### config.mk
export PLATFORM = sky130hd
export DESIGN_NAME = detector_grid_box_merge_unit
export DESIGN_NICKNAME = d
export VERILOG_FILES = /design/src/rtl/core/dgbm_pkg.sv /design/src/rtl/core/dgbm_ctrl.sv /design/src/rtl/core/dgbm_datapath.sv /design/src/rtl/core/detector_grid_box_merge_unit.sv
export SDC_FILE = /design/constraint.sdc
export NUM_CORES = 2
export LEC_CHECK = 0
export CORE_AREA = 3 3 602 604
export DETAILED_ROUTE_END_ITERATION = 16
export DIE_AREA = 0 0 605 607
export DONT_BUFFER_PORTS = 1
export SKIP_LAST_GASP = 1
export SYNTH_ARGS = -nofsm -noshare
export SYNTH_HDL_FRONTEND = slang
export SYNTH_HIERARCHICAL = 1
export SYNTH_SLANG_ARGS = --single-unit
### constraint.sdc
create_clock -name clk -period 9.8 [get_ports clk]
set_clock_uncertainty 0.2 [all_clocks]
set_input_delay 0.98 -clock clk [delete_from_list [all_inputs] [get_ports clk]]
set_output_delay 0.98 -clock clk [all_outputs]
set_load 0.05 [all_outputs]
### src/rtl/core/dgbm_pkg.sv
// ---------------------------------------------------------------------------
// dgbm_pkg
// types, constants and region helpers of the detector grid box merge block
// ---------------------------------------------------------------------------
package dgbm_pkg;

	localparam int GRID_W_DEF      = 9;
	localparam int GRID_H_DEF      = 9;
	localparam int MAX_BOXES_DEF   = 16;
	localparam int CELL_PIXELS_DEF = 8;

	localparam int COORD_W = 4;
	localparam int SIZE_W  = 5;
	localparam int EXT_W   = SIZE_W + 1;
	localparam int PIX_W   = 7;
	localparam int SCORE_W = 8;

	localparam logic signed [SCORE_W-1:0] THRESHOLD_RESET = 8'sd39;

	typedef struct packed {
		logic [COORD_W-1:0]        cell_x;
		logic [COORD_W-1:0]        cell_y;
		logic signed [SCORE_W-1:0] score;
		logic                      last_cell;
	} cell_t;

	typedef struct packed {
		logic                      box_valid;
		logic [PIX_W-1:0]          box_x;
		logic [PIX_W-1:0]          box_y;
		logic [PIX_W-1:0]          box_width;
		logic [PIX_W-1:0]          box_height;
		logic signed [SCORE_W-1:0] box_score;
		logic                      last_box;
	} box_t;

	// rectangle in grid units
	typedef struct packed {
		logic [COORD_W-1:0]        x;
		logic [COORD_W-1:0]        y;
		logic [SIZE_W-1:0]         w;
		logic [SIZE_W-1:0]         h;
		logic signed [SCORE_W-1:0] score;
	} region_t;

	typedef enum logic [3:0] {
		S_IDLE,
		S_CSCAN,
		S_CCHK,
		S_FRAME,
		S_BNEXT,
		S_BLOAD,
		S_BSCAN,
		S_BCHK,
		S_OUT,
		S_OEMIT
	} state_t;

	typedef struct packed {
		logic latch_cell;
		logic clr_idx;
		logic inc_idx;
		logic cube_rd;
		logic cube_merge;
		logic cube_append;
		logic load_cur;
		logic clr_bidx;
		logic inc_bidx;
		logic box_rd;
		logic box_merge;
		logic box_append;
		logic emit;
		logic emit_empty;
		logic frame_done;
	} cmd_t;

	typedef struct packed {
		logic cell_ok;
		logic last;
		logic cube_hit;
		logic box_hit;
		logic cube_idx_end;
		logic cube_full;
		logic box_idx_end;
		logic box_full;
		logic box_none;
		logic out_last;
	} sts_t;

	// inclusive overlap: touching edges count
	function automatic logic region_touch(input region_t r, input region_t c);
		logic [EXT_W-1:0] r_xe, r_ye, c_xe, c_ye;
		r_xe = EXT_W'(r.x) + EXT_W'(r.w);
		r_ye = EXT_W'(r.y) + EXT_W'(r.h);
		c_xe = EXT_W'(c.x) + EXT_W'(c.w);
		c_ye = EXT_W'(c.y) + EXT_W'(c.h);
		return !(r_xe < EXT_W'(c.x) || r_ye < EXT_W'(c.y) ||
			EXT_W'(r.x) > c_xe || EXT_W'(r.y) > c_ye);
	endfunction

	function automatic region_t region_union(input region_t r, input region_t c);
		logic [EXT_W-1:0]   r_xe, r_ye, c_xe, c_ye, xe, ye;
		logic [COORD_W-1:0] nx, ny;
		region_t            u;
		r_xe = EXT_W'(r.x) + EXT_W'(r.w);
		r_ye = EXT_W'(r.y) + EXT_W'(r.h);
		c_xe = EXT_W'(c.x) + EXT_W'(c.w);
		c_ye = EXT_W'(c.y) + EXT_W'(c.h);
		nx   = (c.x < r.x) ? c.x : r.x;
		ny   = (c.y < r.y) ? c.y : r.y;
		xe   = (c_xe > r_xe) ? c_xe : r_xe;
		ye   = (c_ye > r_ye) ? c_ye : r_ye;
		u.x     = nx;
		u.y     = ny;
		u.w     = SIZE_W'(xe - EXT_W'(nx));
		u.h     = SIZE_W'(ye - EXT_W'(ny));
		u.score = (c.score > r.score) ? c.score : r.score;
		return u;
	endfunction

endpackage

### src/rtl/core/dgbm_ctrl.sv
// ---------------------------------------------------------------------------
// dgbm_ctrl
// sequencer: cell scan over the cube store, box pass, box readout
// ---------------------------------------------------------------------------
module dgbm_ctrl (
	input  logic           clk,
	input  logic           arst_n,
	input  logic           start,
	input  dgbm_pkg::sts_t sts,
	output dgbm_pkg::cmd_t cmd,
	output logic           busy
);

	dgbm_pkg::state_t state_q, state_next;

	always_ff @(posedge clk or negedge arst_n) begin
		if (!arst_n) begin
			state_q <= dgbm_pkg::S_IDLE;
		end else begin
			state_q <= state_next;
		end
	end

	always_comb begin
		state_next = state_q;
		unique case (state_q)
			dgbm_pkg::S_IDLE: begin
				if (start) state_next = dgbm_pkg::S_CSCAN;
			end
			dgbm_pkg::S_CSCAN: begin
				if (!sts.cell_ok || sts.cube_idx_end) state_next = dgbm_pkg::S_FRAME;
				else state_next = dgbm_pkg::S_CCHK;
			end
			dgbm_pkg::S_CCHK: begin
				if (sts.cube_hit) state_next = dgbm_pkg::S_FRAME;
				else state_next = dgbm_pkg::S_CSCAN;
			end
			dgbm_pkg::S_FRAME: begin
				if (sts.last) state_next = dgbm_pkg::S_BNEXT;
				else state_next = dgbm_pkg::S_IDLE;
			end
			dgbm_pkg::S_BNEXT: begin
				if (sts.cube_idx_end || sts.box_full) state_next = dgbm_pkg::S_OUT;
				else state_next = dgbm_pkg::S_BLOAD;
			end
			dgbm_pkg::S_BLOAD: begin
				state_next = dgbm_pkg::S_BSCAN;
			end
			dgbm_pkg::S_BSCAN: begin
				if (sts.box_idx_end) state_next = dgbm_pkg::S_BNEXT;
				else state_next = dgbm_pkg::S_BCHK;
			end
			dgbm_pkg::S_BCHK: begin
				if (sts.box_hit) state_next = dgbm_pkg::S_BNEXT;
				else state_next = dgbm_pkg::S_BSCAN;
			end
			dgbm_pkg::S_OUT: begin
				if (sts.box_none) state_next = dgbm_pkg::S_IDLE;
				else state_next = dgbm_pkg::S_OEMIT;
			end
			dgbm_pkg::S_OEMIT: begin
				if (sts.out_last) state_next = dgbm_pkg::S_IDLE;
				else state_next = dgbm_pkg::S_OUT;
			end
			default: state_next = dgbm_pkg::S_IDLE;
		endcase
	end

	always_comb begin
		cmd  = '0;
		busy = (state_q != dgbm_pkg::S_IDLE);
		unique case (state_q)
			dgbm_pkg::S_IDLE: begin
				cmd.latch_cell = start;
				cmd.clr_idx    = start;
			end
			dgbm_pkg::S_CSCAN: begin
				if (sts.cell_ok) begin
					cmd.cube_rd     = !sts.cube_idx_end;
					// no match anywhere: new 1x1 cube while there is room
					cmd.cube_append = sts.cube_idx_end && !sts.cube_full;
				end
			end
			dgbm_pkg::S_CCHK: begin
				cmd.cube_merge = sts.cube_hit;
				cmd.inc_idx    = !sts.cube_hit;
			end
			dgbm_pkg::S_FRAME: begin
				cmd.clr_idx = sts.last;
			end
			dgbm_pkg::S_BNEXT: begin
				if (sts.cube_idx_end || sts.box_full) cmd.clr_bidx = 1'b1;
				else cmd.cube_rd = 1'b1;
			end
			dgbm_pkg::S_BLOAD: begin
				cmd.load_cur = 1'b1;
				cmd.clr_bidx = 1'b1;
			end
			dgbm_pkg::S_BSCAN: begin
				if (sts.box_idx_end) begin
					cmd.box_append = 1'b1;
					cmd.inc_idx    = 1'b1;
				end else begin
					cmd.box_rd = 1'b1;
				end
			end
			dgbm_pkg::S_BCHK: begin
				if (sts.box_hit) begin
					cmd.box_merge = 1'b1;
					cmd.inc_idx   = 1'b1;
				end else begin
					cmd.inc_bidx = 1'b1;
				end
			end
			dgbm_pkg::S_OUT: begin
				if (sts.box_none) begin
					cmd.emit_empty = 1'b1;
					cmd.frame_done = 1'b1;
				end else begin
					cmd.box_rd = 1'b1;
				end
			end
			dgbm_pkg::S_OEMIT: begin
				cmd.emit       = 1'b1;
				cmd.frame_done = sts.out_last;
				cmd.inc_bidx   = !sts.out_last;
			end
			default: begin
				cmd = '0;
			end
		endcase
	end

endmodule

### src/rtl/core/dgbm_datapath.sv
// ---------------------------------------------------------------------------
// dgbm_datapath
// cube and box stores, scan indexes, threshold register, result register
// ---------------------------------------------------------------------------
module dgbm_datapath #(
	parameter int GRID_W      = dgbm_pkg::GRID_W_DEF,
	parameter int GRID_H      = dgbm_pkg::GRID_H_DEF,
	parameter int MAX_BOXES   = dgbm_pkg::MAX_BOXES_DEF,
	parameter int CELL_PIXELS = dgbm_pkg::CELL_PIXELS_DEF
) (
	input  logic                                clk,
	input  logic                                arst_n,
	input  dgbm_pkg::cell_t                     grid_cell,
	input  logic                                cfg_we,
	input  logic signed [dgbm_pkg::SCORE_W-1:0] cfg_data,
	input  dgbm_pkg::cmd_t                      cmd,
	output dgbm_pkg::sts_t                      sts,
	output dgbm_pkg::box_t                      box,
	output logic                                box_strobe
);

	localparam int CUBE_CAP = GRID_W * GRID_H;
	localparam int CA_W     = (CUBE_CAP > 1) ? $clog2(CUBE_CAP) : 1;
	localparam int CC_W     = $clog2(CUBE_CAP + 1);
	localparam int BA_W     = (MAX_BOXES > 1) ? $clog2(MAX_BOXES) : 1;
	localparam int BC_W     = $clog2(MAX_BOXES + 1);
	localparam int PROD_W   = dgbm_pkg::SIZE_W + $clog2(CELL_PIXELS + 1);

	dgbm_pkg::region_t cube_mem [CUBE_CAP];
	dgbm_pkg::region_t box_mem  [MAX_BOXES];

	logic signed [dgbm_pkg::SCORE_W-1:0] thr_q;
	dgbm_pkg::region_t cur_q, cube_rdata_q, box_rdata_q;
	dgbm_pkg::region_t cube_wdata, box_wdata;
	logic              cell_ok_q, last_q;
	logic [CC_W-1:0]   cube_count_q, idx_q;
	logic [BC_W-1:0]   box_count_q, bidx_q, bidx_inc;
	logic [CA_W-1:0]   cube_waddr;
	logic [BA_W-1:0]   box_waddr;
	logic              cube_we, box_we;
	dgbm_pkg::box_t    box_q;
	logic              strobe_q;
	logic              in_grid;

	function automatic logic [dgbm_pkg::PIX_W-1:0] to_pixels(
		input logic [dgbm_pkg::SIZE_W-1:0] v
	);
		logic [PROD_W-1:0] p;
		p = PROD_W'(v) * PROD_W'(CELL_PIXELS);
		return p[dgbm_pkg::PIX_W-1:0];
	endfunction

	assign in_grid = (5'(grid_cell.cell_x) < 5'(GRID_W))
		&& (5'(grid_cell.cell_y) < 5'(GRID_H));

	always_ff @(posedge clk or negedge arst_n) begin
		if (!arst_n) begin
			thr_q <= dgbm_pkg::THRESHOLD_RESET;
		end else if (cfg_we) begin
			thr_q <= cfg_data;
		end
	end

	always_ff @(posedge clk or negedge arst_n) begin
		if (!arst_n) begin
			cell_ok_q <= 1'b0;
			last_q    <= 1'b0;
		end else if (cmd.latch_cell) begin
			cell_ok_q <= in_grid && (grid_cell.score >= thr_q);
			last_q    <= grid_cell.last_cell;
		end
	end

	// working region: the incoming cell, later the cube being placed
	always_ff @(posedge clk) begin
		if (cmd.latch_cell) begin
			cur_q.x     <= grid_cell.cell_x;
			cur_q.y     <= grid_cell.cell_y;
			cur_q.w     <= dgbm_pkg::SIZE_W'(1);
			cur_q.h     <= dgbm_pkg::SIZE_W'(1);
			cur_q.score <= grid_cell.score;
		end else if (cmd.load_cur) begin
			cur_q <= cube_rdata_q;
		end
	end

	always_ff @(posedge clk or negedge arst_n) begin
		if (!arst_n) begin
			idx_q        <= '0;
			bidx_q       <= '0;
			cube_count_q <= '0;
			box_count_q  <= '0;
		end else begin
			if (cmd.clr_idx) idx_q <= '0;
			else if (cmd.inc_idx) idx_q <= idx_q + 1'b1;
			if (cmd.clr_bidx) bidx_q <= '0;
			else if (cmd.inc_bidx) bidx_q <= bidx_inc;
			if (cmd.frame_done) begin
				cube_count_q <= '0;
				box_count_q  <= '0;
			end else begin
				if (cmd.cube_append) cube_count_q <= cube_count_q + 1'b1;
				if (cmd.box_append) box_count_q <= box_count_q + 1'b1;
			end
		end
	end

	assign bidx_inc = bidx_q + 1'b1;

	assign cube_we    = cmd.cube_merge || cmd.cube_append;
	assign cube_waddr = cmd.cube_append ? cube_count_q[CA_W-1:0] : idx_q[CA_W-1:0];
	assign cube_wdata = cmd.cube_append ? cur_q
		: dgbm_pkg::region_union(cube_rdata_q, cur_q);

	assign box_we    = cmd.box_merge || cmd.box_append;
	assign box_waddr = cmd.box_append ? box_count_q[BA_W-1:0] : bidx_q[BA_W-1:0];
	assign box_wdata = cmd.box_append ? cur_q
		: dgbm_pkg::region_union(box_rdata_q, cur_q);

	always_ff @(posedge clk) begin
		if (cube_we) cube_mem[cube_waddr] <= cube_wdata;
		if (cmd.cube_rd) cube_rdata_q <= cube_mem[idx_q[CA_W-1:0]];
	end

	always_ff @(posedge clk) begin
		if (box_we) box_mem[box_waddr] <= box_wdata;
		if (cmd.box_rd) box_rdata_q <= box_mem[bidx_q[BA_W-1:0]];
	end

	always_comb begin
		sts              = '0;
		sts.cell_ok      = cell_ok_q;
		sts.last         = last_q;
		sts.cube_hit     = dgbm_pkg::region_touch(cube_rdata_q, cur_q);
		sts.box_hit      = dgbm_pkg::region_touch(box_rdata_q, cur_q);
		sts.cube_idx_end = (idx_q == cube_count_q);
		sts.cube_full    = (cube_count_q == CC_W'(CUBE_CAP));
		sts.box_idx_end  = (bidx_q == box_count_q);
		sts.box_full     = (box_count_q == BC_W'(MAX_BOXES));
		sts.box_none     = (box_count_q == '0);
		sts.out_last     = (bidx_inc == box_count_q);
	end

	// one-cycle result transfer
	always_ff @(posedge clk or negedge arst_n) begin
		if (!arst_n) begin
			strobe_q <= 1'b0;
		end else begin
			strobe_q <= cmd.emit || cmd.emit_empty;
		end
	end

	always_ff @(posedge clk) begin
		if (cmd.emit_empty) begin
			box_q <= '{last_box: 1'b1, default: '0};
		end else if (cmd.emit) begin
			box_q.box_valid  <= 1'b1;
			box_q.box_x      <= to_pixels(dgbm_pkg::SIZE_W'(box_rdata_q.x));
			box_q.box_y      <= to_pixels(dgbm_pkg::SIZE_W'(box_rdata_q.y));
			box_q.box_width  <= to_pixels(box_rdata_q.w);
			box_q.box_height <= to_pixels(box_rdata_q.h);
			box_q.box_score  <= box_rdata_q.score;
			box_q.last_box   <= sts.out_last;
		end
	end

	assign box        = box_q;
	assign box_strobe = strobe_q;

endmodule

### src/rtl/core/detector_grid_box_merge_unit.sv
// ---------------------------------------------------------------------------
// detector_grid_box_merge_unit
// grid detector cell decode and box merge, one class
// ---------------------------------------------------------------------------
// A cell is taken at a clock edge with start high and busy low. Cells below
// threshold_code or outside the grid are dropped; others merge into the first
// stored cube they touch, else open a new 1x1 cube.
// Per kept cell, the stored cubes are read from the cube store one at a time
// and compared up to the first match; no new cell is taken before that scan ends.
// On a cell with last_cell set, the box pass follows: each cube taken is
// compared with the boxes in turn and merges into the first one it touches,
// else opens a new box, until the box store is full. Then each box is read
// in turn and shown for one cycle on box with box_strobe, in store order;
// an empty frame gives one result with box_valid low. last_box marks the end.
// The receiver cannot stall: each result is there for exactly one cycle.
// threshold_code is written over cfg_valid/cfg_ready; cfg_ready is low while
// busy. Reset clears the counts and loads threshold_code 39; the stores need
// no clearing since only entries below the counts are ever read.
// ---------------------------------------------------------------------------
module detector_grid_box_merge_unit #(
	parameter int GRID_W      = dgbm_pkg::GRID_W_DEF,
	parameter int GRID_H      = dgbm_pkg::GRID_H_DEF,
	parameter int MAX_BOXES   = dgbm_pkg::MAX_BOXES_DEF,
	parameter int CELL_PIXELS = dgbm_pkg::CELL_PIXELS_DEF
) (
	input  logic                                clk,
	input  logic                                arst_n,
	input  logic                                start,
	output logic                                busy,
	input  dgbm_pkg::cell_t                     grid_cell,
	output dgbm_pkg::box_t                      box,
	output logic                                box_strobe,
	input  logic                                cfg_valid,
	output logic                                cfg_ready,
	input  logic signed [dgbm_pkg::SCORE_W-1:0] cfg_data
);

	dgbm_pkg::cmd_t cmd;
	dgbm_pkg::sts_t sts;

	assign cfg_ready = !busy;

	dgbm_ctrl u_ctrl (
		.clk    (clk),
		.arst_n (arst_n),
		.start  (start),
		.sts    (sts),
		.cmd    (cmd),
		.busy   (busy)
	);

	dgbm_datapath #(
		.GRID_W      (GRID_W),
		.GRID_H      (GRID_H),
		.MAX_BOXES   (MAX_BOXES),
		.CELL_PIXELS (CELL_PIXELS)
	) u_datapath (
		.clk        (clk),
		.arst_n     (arst_n),
		.grid_cell  (grid_cell),
		.cfg_we     (cfg_valid && cfg_ready),
		.cfg_data   (cfg_data),
		.cmd        (cmd),
		.sts        (sts),
		.box        (box),
		.box_strobe (box_strobe)
	);

endmodule

==> out/results.txt <==
First-pass DRT Iterations = 6
Die Ht = 607 µm
Synth Area in Compound Gates = 0.02395
First-pass GRT wire length = 385.4 mm
Largest family of logic cells by synthesized area = multiplexers
Setup-failing EPs final = 0
Clk sinks = 2,665
Synth Area in Simple Gates = 0.02131
Clk Latency, worst-skew pair = 0.85 ns
Startpoint Class = register
Post-synth EDFFs = 2,590
Fin crit share = 0.6742
CTS H-Tree Depth = 5
Vias per std cell = 5.070
Post-CTS setup buffer count = 0
Die ar. = 367,200 µm²
RSZ-0062 raised after global routing = false
Iteration-0 DRC Markers = 6,506
Synthesis-stage register bit count = 2,665
Sequential cell area fraction in the yosys report = 0.7424
Post-route setup TNS = 0 ns
Via Count = 51,890
Share of layout cells above drive strength 1 = 0.2574
Total track usage = 0.1442
Post-synthesis mux area share = 0.1740
CP max stage delay = 0.89 ns
Clock tree buffer depth = 4
Critical Path, Cell by Cell = ha_1 -> inv_1 -> fa_1 -> inv_1 -> ha_1 -> nor2b_1 -> o21ai_0 -> a32oi_1 -> maj3_1 -> a22oi_1 -> a21o_1 -> o21ai_1 -> mux2i_1 -> ha_1 -> fa_1 -> mux2i_4 -> buf_4
Top_reg_cell synth = edfxtp_1
Max Clock Freq = 151.3 MHz
Crit-path slowest cell = mux2i_4
Worst-path clk slew = 0.07 ns
# port buffers = 0
Max-Slew Margin vs Limit = 0.07545
Initial antenna violation count = 35
Critical path data required time = 10.13 ns
Yosys warning total = 6
Routed Antenna Nets = 0
Layout area overhead = 13.95%
Met2 wire len = 122.6 mm
Num CTS Buffers = 269
Resize count post-CTS = 0
Total global routing overflow = 0
Worst hold path type = in -> reg
Yosys top cell area share = 0.7265
Worst path most repeated cell = ha_1
Top sig layer = met5
Routed wire length = 270.1 mm
XOR/XNOR Fraction of Synth Area = 0.004968
Avg Cell Area, Syn = 20.90 µm²
Largest net degree at the start of global routing = 123
Core box area = 358,100 µm²
Hold Slack = 0.09453 ns
MaxCap Viol Count = 0
Post-Syn Area = 107,000 µm²
Syn Inst Count = 5,122
Routed wl met3 = 22.97 mm
Synth cell count leaders = 2,590 x edfxtp_1, 716 x mux4_2, 208 x nor2_1
Routed wire length per instance = 26.39 µm
Post-Synth Adder-Cell Area = 0.01749
Rows = 220
Synth area leaders = edfxtp_1 73%, mux4_2 15%, mux2i_1 1.7%
Setup CP Type = reg -> reg
Critical path buffers and inverters = 3
Die width = 605 µm
Routability congestion estimate = 0.7961
Starting Density = 0.2989
Async set-reset flop share out of synthesis = 0.01463
Nets = 5,403
# DRC = 0
Synth cell types = 72
Root Buffer = clkbuf_16
WP data arrival = 6.94 ns
Period minus WS final = 6.607 ns
Yosys top cell by area = edfxtp_1
Wire length on met1 = 118.2 mm
CTS tree = built
Post-DP HPWL = 158.3 mm
Final hold violation count = 0
Vias in the first global route = 51,000
# IOs = 70
Critical path peak fanout = 49
Worst slew pin tran = 1.348 ns
Slew Viols, Final = 0
Status = finished clean
CP Capture Type = register
Crit path max-delay family = adder cells
Most frequent cell after synthesis = edfxtp_1
state kept, by name, summed over array words and instances (netlist names):
register                 count
u_datapath/box              26
u_datapath/cube_mem       2106
u_datapath/cur_q            26
u_ctrl/state_q               4
u_datapath/thr_q             8
u_datapath/cell_ok_q         1
u_datapath/idx_q             7
u_datapath/box_strobe        1
u_datapath/bidx_q            5
u_datapath/box_mem         416
u_datapath/box_rdata_q      26
u_datapath/box_count_q       5
u_datapath/last_q            1
u_datapath/cube_rdata_q     26
u_datapath/cube_count_q      7
worst register-to-register path, cell delays in order, from the launching register on:
cell,delay [ns]
edfxtp_1,0.54
ha_1,0.24
inv_1,0.06
fa_1,0.66
inv_1,0.14
ha_1,0.33
nor2b_1,0.14
o21ai_0,0.16
a32oi_1,0.08
maj3_1,0.37
a22oi_1,0.38
a21o_1,0.18
o21ai_1,0.20
mux2i_1,0.18
ha_1,0.26
fa_1,0.53
mux2i_4,0.89
buf_4,0.71
layout make-up:
cell class | count | area [µm²]
timing repair buffer | 103 | 858.3
clock inverter | 130 | 1049
fill | 32950 | 236100
multi-input combinational | 2088 | 26910
antenna | 22 | 55.05
inverter | 109 | 409.1
tap | 4773 | 5972
sequential | 2665 | 79500
clock buffer | 343 | 7229
cells by family after synthesis:
family                     count (synthesis)
muxes                                    958
and+or+nand+nor                          508
AOI/OAI and AO/OA                        406
adders and majority gates                145
other                                      1
buffers and inverters                    380
DFF                                     2665
xor gates and xnor gates                  59
per-stage QoR:
stage,util,setup slack (ns),cells,area (µm²)
floorplan,-,1.289,5133,107100
global placement,0.3172,3.289,9736,113600
detailed placement,0.3172,3.266,9736,113600
CTS,0.3405,3.264,10210,121900
global route,0.3406,2.838,10220,122000
finish,0.3406,3.193,10230,122000
timing repair:
item / CTS / global route
endpoints found under the setup margin: 0 / 0
hold endpoints to repair: 39 / 0
hold buffers: 2 / 0
metal layers:
metal	track usage	vias to the layer above
li1	-	21450
met1	0.2129	28010
met2	0.2153	2072
met3	0.02991	347
met4	0.03918	4
met5	0	-
worst paths after layout:
| path | startpoint | to | slack, ns | cells after the start |
|---|---|---|---|---|
| max | u_datapath/cur_q[22]$_DFFE_PP_ | u_datapath/cube_mem[34][14]$_DFFE_PP_ | 3.19 | 17 |
| min | cfg_data[1] | u_datapath/thr_q[1]$_DFFE_PN1P_ | 0.09 | 2 |
| max reg2reg | u_datapath/cur_q[22]$_DFFE_PP_ | u_datapath/cube_mem[34][14]$_DFFE_PP_ | 3.19 | 17 |
| min reg2reg | u_datapath/thr_q[1]$_DFFE_PN1P_ | u_datapath/thr_q[1]$_DFFE_PN1P_ | 0.32 | 2 |
| max in group asynchronous | arst_n | u_datapath/thr_q[0]$_DFFE_PN1P_ | 8.50 | 2 |
| min in group asynchronous | arst_n | u_datapath/idx_q[1]$_DFFE_PN0P_ | 0.62 | 2 |
cells in the final DEF, fill, tap and decap left out, types with 96 or more instances in the layout:
| cell | instances |
|---|---|
| clkbuf_16 | 277 |
| nand2_1 | 152 |
| nor2_1 | 113 |
| inv_1 | 107 |
| mux4_2 | 716 |
| ha_1 | 128 |
| mux2i_1 | 173 |
| a21oi_1 | 97 |
| o21ai_0 | 116 |
| edfxtp_1 | 2590 |
| buf_4 | 96 |
Power is left out: the tool's default activity adds up to more than one toggle a clock period on the data nets, which glitch-free logic cannot reach.
